[src/hdl/tq_pkg.sv]
// Shared types and helpers of the team queue.
// Operation and status codes, the item that crosses from front to back,
// the back-end sequencer states and a small modulo helper.
`default_nettype none

package tq_pkg;

   typedef enum logic [1:0] {
      FUNC_ASSIGN  = 2'd0,
      FUNC_ENQUEUE = 2'd1,
      FUNC_DEQUEUE = 2'd2,
      FUNC_NONE    = 2'd3
   } func_type;

   typedef enum logic [1:0] {
      STATUS_OK       = 2'd0,
      STATUS_DEQ      = 2'd1,
      STATUS_EMPTY    = 2'd2,
      STATUS_OVERFLOW = 2'd3
   } status_type;

   typedef enum logic [2:0] {
      BK_IDLE,
      BK_ENQ_META,
      BK_DEQ_RING,
      BK_DEQ_META,
      BK_DEQ_STORE
   } bk_state_type;

   localparam int SID_W = 10;
   localparam int CID_W = 4;
   localparam int MOD_STEPS = 6;

   typedef struct packed {
      func_type         op;
      logic [SID_W-1:0] sid;
      logic [CID_W-1:0] cls;
   } item_type;

   // Remainder of a 10-bit value by a modulus of at least 16, or of a 4-bit
   // value by a modulus of at least 2, by restoring subtraction.
   function automatic logic [SID_W-1:0] wrap_mod(input logic [SID_W-1:0] value,
                                                 input logic [14:0] modulus);
      logic [20:0] rem;
      logic [20:0] part;
      rem = {11'd0, value};
      for (int k = MOD_STEPS - 1; k >= 0; k--) begin
         part = {6'd0, modulus} << k;
         if (rem >= part) begin
            rem = rem - part;
         end
      end
      return rem[SID_W-1:0];
   endfunction

endpackage

`default_nettype wire

[src/hdl/tq_queue.sv]
// Two-entry item queue between the front and back ends of the team queue.
// Depends on item_type from tq_pkg.
`default_nettype none

module tq_queue
   import tq_pkg::*;
(
   input  wire       clock,
   input  wire       reset,
   input  wire       push_valid,
   output logic      push_ready,
   input  item_type  push_item,
   output logic      pop_valid,
   input  wire       pop_ready,
   output item_type  pop_item
);

   localparam int DEPTH = 2;
   localparam int PTR_W = $clog2(DEPTH);

   item_type         q_mem_ff [DEPTH];
   logic [PTR_W-1:0] wr_ptr_ff, wr_ptr_in;
   logic [PTR_W-1:0] rd_ptr_ff, rd_ptr_in;
   logic [PTR_W:0]   cnt_ff, cnt_in;
   logic             do_push, do_pop;

   assign push_ready = (cnt_ff != (PTR_W + 1)'(DEPTH));
   assign pop_valid  = (cnt_ff != '0);
   assign do_push    = push_valid && push_ready;
   assign do_pop     = pop_valid && pop_ready;
   assign pop_item   = q_mem_ff[rd_ptr_ff];

   always_comb begin
      wr_ptr_in = do_push ? wr_ptr_ff + 1'b1 : wr_ptr_ff;
      rd_ptr_in = do_pop ? rd_ptr_ff + 1'b1 : rd_ptr_ff;
      cnt_in    = cnt_ff;
      if (do_push && !do_pop) begin
         cnt_in = cnt_ff + 1'b1;
      end else if (do_pop && !do_push) begin
         cnt_in = cnt_ff - 1'b1;
      end
   end

   always_ff @(posedge clock) begin
      if (reset) begin
         wr_ptr_ff <= '0;
         rd_ptr_ff <= '0;
         cnt_ff    <= '0;
      end else begin
         wr_ptr_ff <= wr_ptr_in;
         rd_ptr_ff <= rd_ptr_in;
         cnt_ff    <= cnt_in;
      end
   end

   always_ff @(posedge clock) begin
      if (do_push) begin
         q_mem_ff[wr_ptr_ff] <= push_item;
      end
   end

endmodule

`default_nettype wire

[config.mk]
export PLATFORM = sky130hd
export DESIGN_NAME = tq_queue
export DESIGN_NICKNAME = d
export VERILOG_FILES = /design/src/hdl/tq_pkg.sv /design/src/hdl/tq_queue.sv
export SDC_FILE = /design/constraint.sdc
export NUM_CORES = 1
export LEC_CHECK = 0
export BUFFER_PORTS_ARGS = -buffer_cell sky130_fd_sc_hd__buf_2
export CORE_MARGIN = 2
export CORE_UTILIZATION = 50
export CTS_BUF_LIST = sky130_fd_sc_hd__clkbuf_4 sky130_fd_sc_hd__clkbuf_8 sky130_fd_sc_hd__clkbuf_16
export DETAILED_ROUTE_END_ITERATION = 10
export MAX_ROUTING_LAYER = met4
export PLACE_DENSITY = 0.77
export SETUP_SLACK_MARGIN = 0.05
export SYNTH_ARGS = -nofsm -noshare
export SYNTH_HDL_FRONTEND = slang
export SYNTH_SLANG_ARGS = --single-unit
[constraint.sdc]
create_clock -name clock -period 1.9 [get_ports clock]
set_input_delay 0.095 -clock clock [delete_from_list [all_inputs] [get_ports clock]]
set_output_delay 0.095 -clock clock [all_outputs]
set_load 0.02 [all_outputs]
==> flow_summary.json <==
{
  "outcome": "finished clean",
  "timing.final.crit_share_pct": 90.0,
  "min_from": "push_valid",
  "slew_headroom_pct": 79.9,
  "ctsHoldBuffers": 17,
  "worst_pin_slew_ns": 0.298,
  "vias": 845,
  "post-cts-setup-buffer-count": 0,
  "ys_seq_area_share_pct": 77.1,
  "io-pin-count": 38,
  "finalHoldViolCount": 0,
  "design.core.area_um2": 2690,
  "synth.cell_area_um2": 1380,
  "sw_frac_of_total_pct": 31.2,
  "cp_top_family": "flip-flops",
  "ys_ff_latch": 37,
  "p_leak_nw": 0.735,
  "cts_buffer_depth": 2,
  "grt_util_all_layers_pct": 16.8,
  "max_freq_ghz": 0.585,
  "crit_path_end_kind": "output pin",
  "post_dp_cell_area_um2": 1630,
  "wl_per_cell_um": 13.8,
  "cts_inserted_buffers": 5,
  "utilization_pct": 69.5,
  "slew_viol_final": 0,
  "antenna_left": 0,
  "clk_pin_slew_ns": 0.10,
  "hold_path_class": "input pin to flip-flop",
  "worstSkewPairLatency_ns": 0.34,
  "skew_ns": 0.0164,
  "route.detailed.drc": 0,
  "die_w_um": 56.5,
  "dr.pass1.iters": 4,
  "die_h_um": 56.5,
  "power.share.clock_pct": 19.6,
  "critPathMaxStageDelay_ns": 0.51,
  "seq_power_share_pct": 48.0,
  "worst_path_max_delay_cell": "dfxtp_1",
  "port-buffer-count": 37,
  "layout-drive-gt1-share_pct": 48.6,
  "synth_largest_area_cell": "edfxtp_1",
  "synth.net_count": 95,
  "htreeDepth": 2,
  "syn_inst": 74,
  "final_cell_mix": "buf_2, edfxtp_1, dlygate4sd3_1",
  "start_util_pct": 51.2,
  "cp.required_ns": 1.80,
  "cp.arrival_ns": 1.61,
  "dpl.hpwl_um": 1530,
  "nets": 158,
  "path_cells": "buf_4 -> mux2_2 -> buf_2",
  "clock-sinks": 37,
  "final_common_cell": "buf_2",
  "rsz0062_at_grt": "no",
  "wirelength_um": 2340,
  "cp-start-kind": "flip-flop",
  "gp_congestion": 0.711,
  "synth_warnings": 0,
  "power_density_nw_per_um2": 1210,
  "area_growth_syn_to_layout_pct": 35.6,
  "finalInstanceArea_um2": 1870,
  "antenna_found_initial": 0,
  "drt_iter0_markers": 20,
  "grt_pass1_wl_um": 3730,
  "p_comb_share_pct": 32.4,
  "ir_drop_mv": 0.771,
  "fin_tns_setup_ns": 0,
  "antennaDiodeCount": 0,
  "yosys-top-cells-area": "edfxtp_1, mux2_2, dfxtp_1",
  "vias_per_cell": 5.00,
  "core.rowCount": 19,
  "holdWs_ns": 0.0840,
  "overflow": 0,
  "critPathBufInv": 2,
  "period_needed_ns": 1.71,
  "cts_tree": "built",
  "drv_cap": 0,
  "p_sw_uw": 705,
  "timing.rr.start": "cnt_ff[0]$_SDFFE_PP0P_",
  "p_int_mw": 1.55,
  "crit_type": "flip-flop to output pin",
  "die_area_um2": 3190,
  "yosysTopAreaCellShare_pct": 69.8,
  "cts-resized-gates": 0,
  "crit_fanout": 10,
  "avgSynthCellArea_um2": 18.6,
  "synth_cell_type_count": 18,
  "grt_max_degree": 13,
  "setup_viol": 0,
  "grt_pass1_vias": 849,
  "root_buffer": "clkbuf_4"
}
-- worst paths after layout --
kind                                  to  slack, ns  cells past startpoint
setup / recovery             pop_item[6]       0.19                      3
hold / removal    wr_ptr_ff$_SDFFE_PP0P_       0.08                      3
setup reg to reg  cnt_ff[1]$_SDFFE_PP0P_       0.26                      5
hold reg to reg   cnt_ff[1]$_SDFFE_PP0P_       0.53                      2
-- state kept, by name, summed over array words and instances, names as in the netlist, named ones only --
name,cells
q_mem_ff,32
cnt_ff,2
rd_ptr_ff,1
wr_ptr_ff,1
-- area by class of cell --
type | count | area (um^2)
clock inverter | 1 | 7.51
multi-input combinational | 34 | 299
tap | 31 | 38.8
timing repair buffer | 58 | 398
sequential | 37 | 1060
fill | 201 | 820
clock buffer | 7 | 58.8
inverter | 1 | 3.75
-- per-layer routing --
layer | vias up | global-route usage, % | wire length, um
met5 | - | - | 0
met3 | 6 | 6.45 | 159
met1 | 404 | 17.5 | 906
met4 | 0 | 7.14 | 45
met2 | 27 | 28.1 | 1230
li1 | 408 | - | -
-- cell families after synthesis --
family / Yosys count / share of synthesized area (%)
flops: 37 / 77.1
xor+xnor: 3 / 1.91
compound gates: 5 / 2.18
fa+ha+maj: 1 / 0.909
mux: 16 / 13.1
simple gates: 9 / 3.64
buf+inv: 3 / 1.18
-- cells in the mapped netlist --
cell type and instances:
edfxtp_1 32, mux2_2 16, dfxtp_1 5, nor2_1 3
xor2_1 3, a21oi_1 2, o21ai_0 2, a21bo_2 1
and2_1 1, and3_1 1, buf_2 1, buf_4 1
ha_1 1, inv_1 1, nand2b_1 1, nand3b_1 1
or2_2 1, or3_1 1
-- worst register-to-register path, stage by stage (launching register included) --
cell and delay, ns:
dfxtp_1 0.36, nand2b_1 0.21, and2_1 0.18, ha_1 0.32, or3_1 0.35, a21oi_1 0.14
-- power groups by stage --
| stage | clock (mW) | sequential [mW] | combinational (mW) |
|---|---|---|---|
| 3_3_place_gp | 0 | 1.09 | 0.691 |
| 5_1_grt | 0.485 | 1.10 | 0.787 |
| 4_1_cts | 0.452 | 1.09 | 0.740 |
| 6_report | 0.442 | 1.08 | 0.732 |
| 3_5_place_dp | 0 | 1.11 | 0.709 |
| 2_1_floorplan | 0 | 1.07 | 0.511 |
-- per-stage QoR --
stage                     setup slack (ns)  cells  total power, mW
after floorplan                      0.235     74             1.58
after global placement               0.362    144             1.78
after detailed placement             0.294    144             1.81
after CTS                            0.148    169             2.28
after global routing                 0.114    169             2.37
final                                0.191    169             2.26
No activity file was read; power rests on OpenSTA's default activity.
