$ cat config.mk
export PLATFORM = sky130hd
export DESIGN_NAME = tq_front_flat
export DESIGN_NICKNAME = d
export VERILOG_FILES = /design/src/hdl/tq_pkg.sv /design/src/hdl/tq_if.sv /design/src/hdl/tq_front.sv /design/src/flat_wrapper.sv
export SDC_FILE = /design/constraint.sdc
export NUM_CORES = 2
export LEC_CHECK = 0
export BUFFER_PORTS_ARGS = -buffer_cell sky130_fd_sc_hd__buf_2
export CAP_MARGIN = 20
export CORE_MARGIN = 2
export CORE_UTILIZATION = 51
export DETAILED_ROUTE_END_ITERATION = 10
export PLACE_DENSITY = 0.66
export SLEW_MARGIN = 20
export SYNTH_ARGS = -nofsm -noshare
export SYNTH_HDL_FRONTEND = slang
export SYNTH_SLANG_ARGS = --single-unit
$ cat constraint.sdc
create_clock -name clock -period 32.6 [get_ports clock]
set_input_delay 3.26 -clock clock [delete_from_list [all_inputs] [get_ports clock]]
set_output_delay 3.26 -clock clock [all_outputs]
set_load 0.03 [all_outputs]
$ cat src/hdl/tq_pkg.sv
// Shared types and helpers of the team queue.
// Operation and status codes, the item that crosses from front to back,
// the back-end sequencer states and a small modulo helper.
`default_nettype none

package tq_pkg;

   typedef enum logic [1:0] {
      FUNC_ASSIGN  = 2'd0,
      FUNC_ENQUEUE = 2'd1,
      FUNC_DEQUEUE = 2'd2,
      FUNC_NONE    = 2'd3
   } func_type;

   typedef enum logic [1:0] {
      STATUS_OK       = 2'd0,
      STATUS_DEQ      = 2'd1,
      STATUS_EMPTY    = 2'd2,
      STATUS_OVERFLOW = 2'd3
   } status_type;

   typedef enum logic [2:0] {
      BK_IDLE,
      BK_ENQ_META,
      BK_DEQ_RING,
      BK_DEQ_META,
      BK_DEQ_STORE
   } bk_state_type;

   localparam int SID_W = 10;
   localparam int CID_W = 4;
   localparam int MOD_STEPS = 6;

   typedef struct packed {
      func_type         op;
      logic [SID_W-1:0] sid;
      logic [CID_W-1:0] cls;
   } item_type;

   // Remainder of a 10-bit value by a modulus of at least 16, or of a 4-bit
   // value by a modulus of at least 2, by restoring subtraction.
   function automatic logic [SID_W-1:0] wrap_mod(input logic [SID_W-1:0] value,
                                                 input logic [14:0] modulus);
      logic [20:0] rem;
      logic [20:0] part;
      rem = {11'd0, value};
      for (int k = MOD_STEPS - 1; k >= 0; k--) begin
         part = {6'd0, modulus} << k;
         if (rem >= part) begin
            rem = rem - part;
         end
      end
      return rem[SID_W-1:0];
   endfunction

endpackage

`default_nettype wire

$ cat src/hdl/tq_if.sv
// Request and response channel interfaces of the team queue.
// Valid/ready handshake; payload widths are fixed, no package needed.
`default_nettype none

interface tq_req_if;
   logic       valid;
   logic       ready;
   logic [1:0] func;
   logic [9:0] student_id;
   logic [3:0] class_id;

   modport source (output valid, output func, output student_id, output class_id,
                   input ready);
   modport sink (input valid, input func, input student_id, input class_id,
                 output ready);
endinterface


`default_nettype wire

$ cat src/hdl/tq_front.sv
// Front end of the team queue: accepts requests, owns the student-to-class
// table, and hands classified items to the queue. Uses tq_pkg and tq_req_if.
`default_nettype none

module tq_front
   import tq_pkg::*;
#(
   parameter int NUM_CLASSES  = 16,
   parameter int NUM_STUDENTS = 1024
) (
   input  wire         clock,
   input  wire         reset,
   tq_req_if.sink      req_if,
   output logic        push_valid,
   input  wire         push_ready,
   output item_type    push_item
);

   localparam int SW = $clog2(NUM_STUDENTS);

   logic [CID_W-1:0] cls_mem [NUM_STUDENTS];

   logic             clr_busy_ff, clr_busy_in;
   logic [SW-1:0]    clr_addr_ff, clr_addr_in;
   logic             stg_valid_ff, stg_valid_in;
   func_type         stg_op_ff;
   logic [SID_W-1:0] stg_sid_ff;
   logic [CID_W-1:0] tbl_rd_ff;

   logic             accept;
   logic [SID_W-1:0] sid_wrap;
   logic [SID_W-1:0] cid_full;
   logic [CID_W-1:0] cid_wrap;
   logic [SW-1:0]    tbl_addr;

   assign req_if.ready = !clr_busy_ff && (!stg_valid_ff || push_ready);
   assign accept       = req_if.valid && req_if.ready;

   assign sid_wrap = wrap_mod(req_if.student_id, 15'(NUM_STUDENTS));
   assign cid_full = wrap_mod({6'd0, req_if.class_id}, 15'(NUM_CLASSES));
   assign cid_wrap = cid_full[CID_W-1:0];
   assign tbl_addr = SW'(sid_wrap);

   always_comb begin
      clr_busy_in = clr_busy_ff;
      clr_addr_in = clr_addr_ff;
      if (clr_busy_ff) begin
         clr_addr_in = clr_addr_ff + 1'b1;
         if (clr_addr_ff == SW'(NUM_STUDENTS - 1)) begin
            clr_busy_in = 1'b0;
         end
      end
      if (accept) begin
         stg_valid_in = 1'b1;
      end else if (push_ready) begin
         stg_valid_in = 1'b0;
      end else begin
         stg_valid_in = stg_valid_ff;
      end
   end

   always_ff @(posedge clock) begin
      if (reset) begin
         clr_busy_ff  <= 1'b1;
         clr_addr_ff  <= '0;
         stg_valid_ff <= 1'b0;
      end else begin
         clr_busy_ff  <= clr_busy_in;
         clr_addr_ff  <= clr_addr_in;
         stg_valid_ff <= stg_valid_in;
      end
   end

   always_ff @(posedge clock) begin
      if (accept) begin
         stg_op_ff  <= func_type'(req_if.func);
         stg_sid_ff <= sid_wrap;
      end
   end

   always_ff @(posedge clock) begin
      if (clr_busy_ff) begin
         cls_mem[clr_addr_ff] <= '0;
      end else if (accept && func_type'(req_if.func) == FUNC_ASSIGN) begin
         cls_mem[tbl_addr] <= cid_wrap;
      end
      if (accept) begin
         tbl_rd_ff <= cls_mem[tbl_addr];
      end
   end

   assign push_valid    = stg_valid_ff;
   assign push_item.op  = stg_op_ff;
   assign push_item.sid = stg_sid_ff;
   assign push_item.cls = tbl_rd_ff;

endmodule

`default_nettype wire

$ cat src/flat_wrapper.sv
// flat-port wrapper written by rule: the top's interface ports become plain ports
module tq_front_flat import tq_pkg::*;
#(
   parameter int NUM_CLASSES  = 16,
   parameter int NUM_STUDENTS = 1024
)
  (clock, reset, push_valid, push_ready, push_item, req_if_valid, req_if_func, req_if_student_id, req_if_class_id, req_if_ready);
  tq_req_if req_if_i ();
  input  wire clock;
  input  wire reset;
  output logic push_valid;
  input  wire push_ready;
  output item_type push_item;
  input wire logic [$bits(req_if_i.valid)-1:0] req_if_valid;
  input wire logic [$bits(req_if_i.func)-1:0] req_if_func;
  input wire logic [$bits(req_if_i.student_id)-1:0] req_if_student_id;
  input wire logic [$bits(req_if_i.class_id)-1:0] req_if_class_id;
  output wire logic [$bits(req_if_i.ready)-1:0] req_if_ready;
  assign req_if_i.valid = req_if_valid;
  assign req_if_i.func = req_if_func;
  assign req_if_i.student_id = req_if_student_id;
  assign req_if_i.class_id = req_if_class_id;
  assign req_if_ready = req_if_i.ready;
  tq_front #(.NUM_CLASSES(NUM_CLASSES), .NUM_STUDENTS(NUM_STUDENTS)) u_core (.clock(clock), .reset(reset), .req_if(req_if_i), .push_valid(push_valid), .push_ready(push_ready), .push_item(push_item));
endmodule
==> results.tsv <==
stage	metric	value	unit
floorplanning	Die W	569.4	µm
routing	post-DR wirelength/cell	35.82	µm
power_and_ir_drop	total power	10.95	mW
sta	final setup violation count	0	
routing	antenna viol nets, final	0	
sta	setup tns final	0	ns
global_route	initial antenna violation count	36	
setup_path	cell with the largest stage delay on the worst path	buf_4	
global_route	maximum number of pins on one net before global-route repair	237	
floorplanning	Initial Utilization	51.26	%
layout	fill cell count	23170	
setup_path	Most common cell on crit path	buf_4	
routing	wire length reported by the detailed router	466300	µm
sta	fin crit period	9.247	ns
run_status	outcome	finished, final reports clean	
logic_synthesis	combinational family with the most area after synthesis	multiplexers	
sta	unrepaired setup endpoints after global routing	no	
layout	post-layout util	57.13	%
setup_path	r2r worst-path depth	11	
sta	final max-slew violation count	0	
layout	synthesis-to-layout area growth	11.45	%
placed_design	routability congestion estimate	0.8701	
flow_run	max-cap violations	0	
setup_path	end of the worst register-to-register path	u_core.cls_mem[673][1]$_DFFE_PP_	
logic_synthesis	predominant post-synthesis flop cell	edfxtp_1	
setup_path	startpoint of the lowest-slack register-to-register path	u_core.clr_busy_ff$_SDFF_PP1_	
clocking	number of H-tree levels	5	
floorplanning	Die Footprint	0.3242	mm²
power_and_ir_drop	power density normalized to cell area	60.24	mW/mm²
setup_path	Setup crit end kind	flop	
placed_design	hpwl dp	276500	µm
setup_path	critical path buffer and inverter count	7	
routing	via count	86700	
logic_synthesis	Netlist Area Pre-Place	0.1630	mm²
sta	maximum clock rate	0.1081	GHz
hold_path	launch point of the worst hold path	u_core.push_valid$_SDFFE_PP0P_	
clocking	number of setup buffers added after CTS	0	
hold_path	class of the most critical hold timing path	flop to flop	
clocking	master cell of the clock root buffer	clkbuf_16	
sta	worst max-slew margin expressed relative to the limit	18.00	%
sta	Hold Fails Final Rpt	0	
setup_path	setup slack of the worst register-to-register path	26.70	ns
logic_synthesis	instance count of the mapped netlist	8367	
logic_synthesis	area fraction in compound gates after synthesis	2.983	%
logic_synthesis	mean cell area of the mapped netlist	19.48	µm²
clocking	hold bufs inserted after CTS	0	
clocking	clock tree from TritonCTS	done	
sta	final clock skew	0.05067	ns
sta	measured slew at the worst slew-check pin	1.227	ns
logic_synthesis	area share of fa/ha/maj cells after synthesis	0.007675	%
logic_synthesis	number of synthesized flops with an enable pin	4112	
routing	number of design-rule violations left by the first detailed-router iteration	13200	
hold_path	WHS Endpoint	u_core.push_valid$_SDFFE_PP0P_	
logic_synthesis	mux cell area share after synthesis	15.18	%
setup_path	Crit path arrival time	9.95	ns
global_route	via count of the first global-routing pass	85640	
layout	Layout Nets	8499	
clocking	Skew-Pair Late Insertion Delay	0.98	ns
global_route	GRT overflow	0	
setup_path	sort of element at the start of the critical path	primary input	
routing	1st-pass router iterations	6	
setup_path	CP peak stage delay	0.83	ns
hold_path	Hold Path Depth	2	
floorplanning	die extent in y	569.4	µm
clocking	Max Root-Sink Buffers	4	
logic_synthesis	total nets after synthesis	8388	
routing	Residual DRC	0	
floorplanning	# IOs	38	
placed_design	number of port buffers	37	
setup_path	worst-path cell chain	buf_12, buf_4, buf_4, buf_4, buf_4, mux4_2, mux2i_1, o22a_1, o2111ai_1, a221oi_1, buf_4, a21oi_1, buf_4, nor4b_1, or4_1	
clocking	Inserted Clock Buffers	416	
floorplanning	placeable core region	0.3181	mm²
logic_synthesis	Yosys cell types	70	
clocking	total clock sinks	4124	
power_and_ir_drop	leakage component of the power	64.97	nW
clocking	Resized Gates After CTS	0	
logic_synthesis	number of flip-flops and latches in the synthesized netlist	4124	
layout	fraction of layout cells with a size suffix above 1	21.24	%
setup_path	cell family with most CP delay	buffers and inverters	
logic_synthesis	register area share after synthesis	75.89	%
setup_path	required time worst endpoint	33.30	ns
logic_synthesis	area share of and/or/nand/nor cells after synthesis	3.920	%
logic_synthesis	xor and xnor area share after synthesis	0.03761	%
power_and_ir_drop	peak supply drop	47.61	µV
sta	post-route clock period utilization	28.36	%
logic_synthesis	async set-reset flop share out of synthesis	0	%
floorplanning	Cell Rows	207	
setup_path	critical path peak fanout	101	
global_route	overall routing resource usage	28.63	%
setup_path	Setup CP Type	primary input to flop	
routing	number of vias per cell	6.660	
logic_synthesis	number of synthesis warnings	0	
global_route	global-route wire length before repair	655900	µm
clocking	Clock Pin Slew Worst Setup and Hold Paths	0.06	ns
-- per-stage QoR --
stage / area (µm²) / std cells / setup slack [ns] / hold slack [ns]
finish: 181700 / 13020 / 23.35 / 0.5386
global route: 181700 / 13010 / 22.90 / 0.5571
CTS: 181600 / 13000 / 23.26 / 0.5273
detailed placement: 167800 / 12240 / 22.23 / 0.5214
global placement: 167700 / 12230 / 21.89 / 0.5022
floorplan: 163000 / 8367 / 12.65 / 0.4981
-- registers in the layout (all words and copies together), names as in the netlist --
register / cells
u_core.push_valid: 1
u_core.clr_addr_ff: 10
u_core.stg_op_ff: 2
u_core.stg_sid_ff: 10
u_core.clr_busy_ff: 1
u_core.tbl_rd_ff: 4
u_core.cls_mem: 4096
-- worst max-delay path by stage --
stage / startpoint / to / slack (ns) / cells past startpoint
2_1_floorplan: req_if_valid / u_core.cls_mem[0][0]$_DFFE_PP_ / 12.65 / 6
3_3_place_gp: req_if_student_id[1] / u_core.tbl_rd_ff[1]$_DFFE_PP_ / 21.89 / 11
3_5_place_dp: req_if_student_id[0] / u_core.tbl_rd_ff[1]$_DFFE_PP_ / 22.23 / 15
4_1_cts: req_if_student_id[0] / u_core.tbl_rd_ff[1]$_DFFE_PP_ / 23.26 / 15
5_1_grt: req_if_student_id[0] / u_core.tbl_rd_ff[1]$_DFFE_PP_ / 22.90 / 15
6_report: req_if_student_id[0] / u_core.tbl_rd_ff[1]$_DFFE_PP_ / 23.35 / 15
-- worst register-to-register path, cell delays in order, from the launching register on --
cell	delay, ns
dfxtp_1	0.30
buf_4	0.19
nand2b_1	0.19
nand2b_1	0.19
nor3_2	0.12
buf_4	0.31
and2_4	0.70
buf_4	0.89
buf_4	0.89
buf_4	0.57
buf_16	0.34
buf_4	0.81
-- logic make-up (layout without fill, tap and decap cells) --
| logic type | after synthesis | after routing |
|---|---|---|
| buffers and inverters | 600 | 1054 |
| and+or+nand+nor | 1548 | 1548 |
| muxes | 1381 | 1381 |
| AOI/OAI and AO/OA | 706 | 706 |
| xor gates and xnor gates | 7 | 7 |
| DFF | 4124 | 4124 |
| adders and majority gates | 1 | 1 |
| other | 0 | 17 |
-- cells in the final DEF (no fill, tap or decap), types with 10 or more instances in the layout --
cell,instances
mux2_2,13
a22oi_1,68
nor4_1,17
nand4_1,17
buf_4,233
a211oi_1,33
nor3_1,65
nor2b_1,10
edfxtp_1,4112
a31oi_1,11
clkinv_2,89
a21oi_1,118
nand2b_1,10
clkinv_16,10
buf_12,10
clkbuf_1,60
mux4_2,872
mux2i_1,496
a221oi_1,11
clkbuf_16,418
a2111oi_0,11
clkinvlp_4,16
o21ai_0,86
nand3_1,67
o221ai_1,145
and2_1,14
diode_2,17
nor2_1,1089
nand2_1,145
clkinv_1,90
dfxtp_1,12
o22ai_1,125
buf_2,33
bufinv_16,52
o211ai_1,26
nand2_4,27
o21ai_1,10
a22o_1,11
-- cells in the mapped netlist (36+ instances only) --
master / n / share of area (%)
mux4_2: 872 / 12
nand3_1: 67 / 0.21
buf_1: 55 / 0.13
o22ai_1: 125 / 0.48
edfxtp_1: 4112 / 76
clkbuf_1: 315 / 0.73
buf_2: 90 / 0.28
mux2i_1: 496 / 3.0
o221ai_1: 145 / 0.78
nor2_1: 1099 / 2.5
buf_6: 61 / 0.42
nand2_1: 178 / 0.41
a22oi_1: 68 / 0.31
o21ai_0: 94 / 0.29
nor3_1: 70 / 0.21
a21oi_1: 119 / 0.37
buf_4: 57 / 0.26
a211oi_1: 36 / 0.17
-- layer usage --
| layer | share of wire, % | GRT usage [%] |
|---|---|---|
| met1 | 37 | 39.20 |
| met2 | 47 | 44.35 |
| met3 | 11 | 6.440 |
| met4 | 5.2 | 12.84 |
| met5 | 0.038 | 0 |
-- area by class of cell --
type	instances	area (µm²)	share of cell area, %
Clock inverter	283	3117	1.715
Timing Repair Buffer	287	2290	1.260
Clock buffer	478	10690	5.881
Inverter	6	35.03	0.01928
Antenna cell	17	42.54	0.02341
Sequential cell	4124	123700	68.09
Multi-Input combinational cell	3643	36580	20.13
Tap cell	4180	5230	2.878
-- report_power, final --
| group | switching, mW | leakage [nW] | total (mW) | internal (mW) |
|---|---|---|---|---|
| registers | 0.00131 | 45.7 | 5.74 | 5.74 |
| logic | 0.249 | 12.6 | 0.366 | 0.117 |
| clock network | 2.06 | 6.73 | 4.84 | 2.78 |
| total | 2.31 | 65.0 | 10.9 | 8.64 |
No activity file was read; power rests on OpenSTA's default activity.
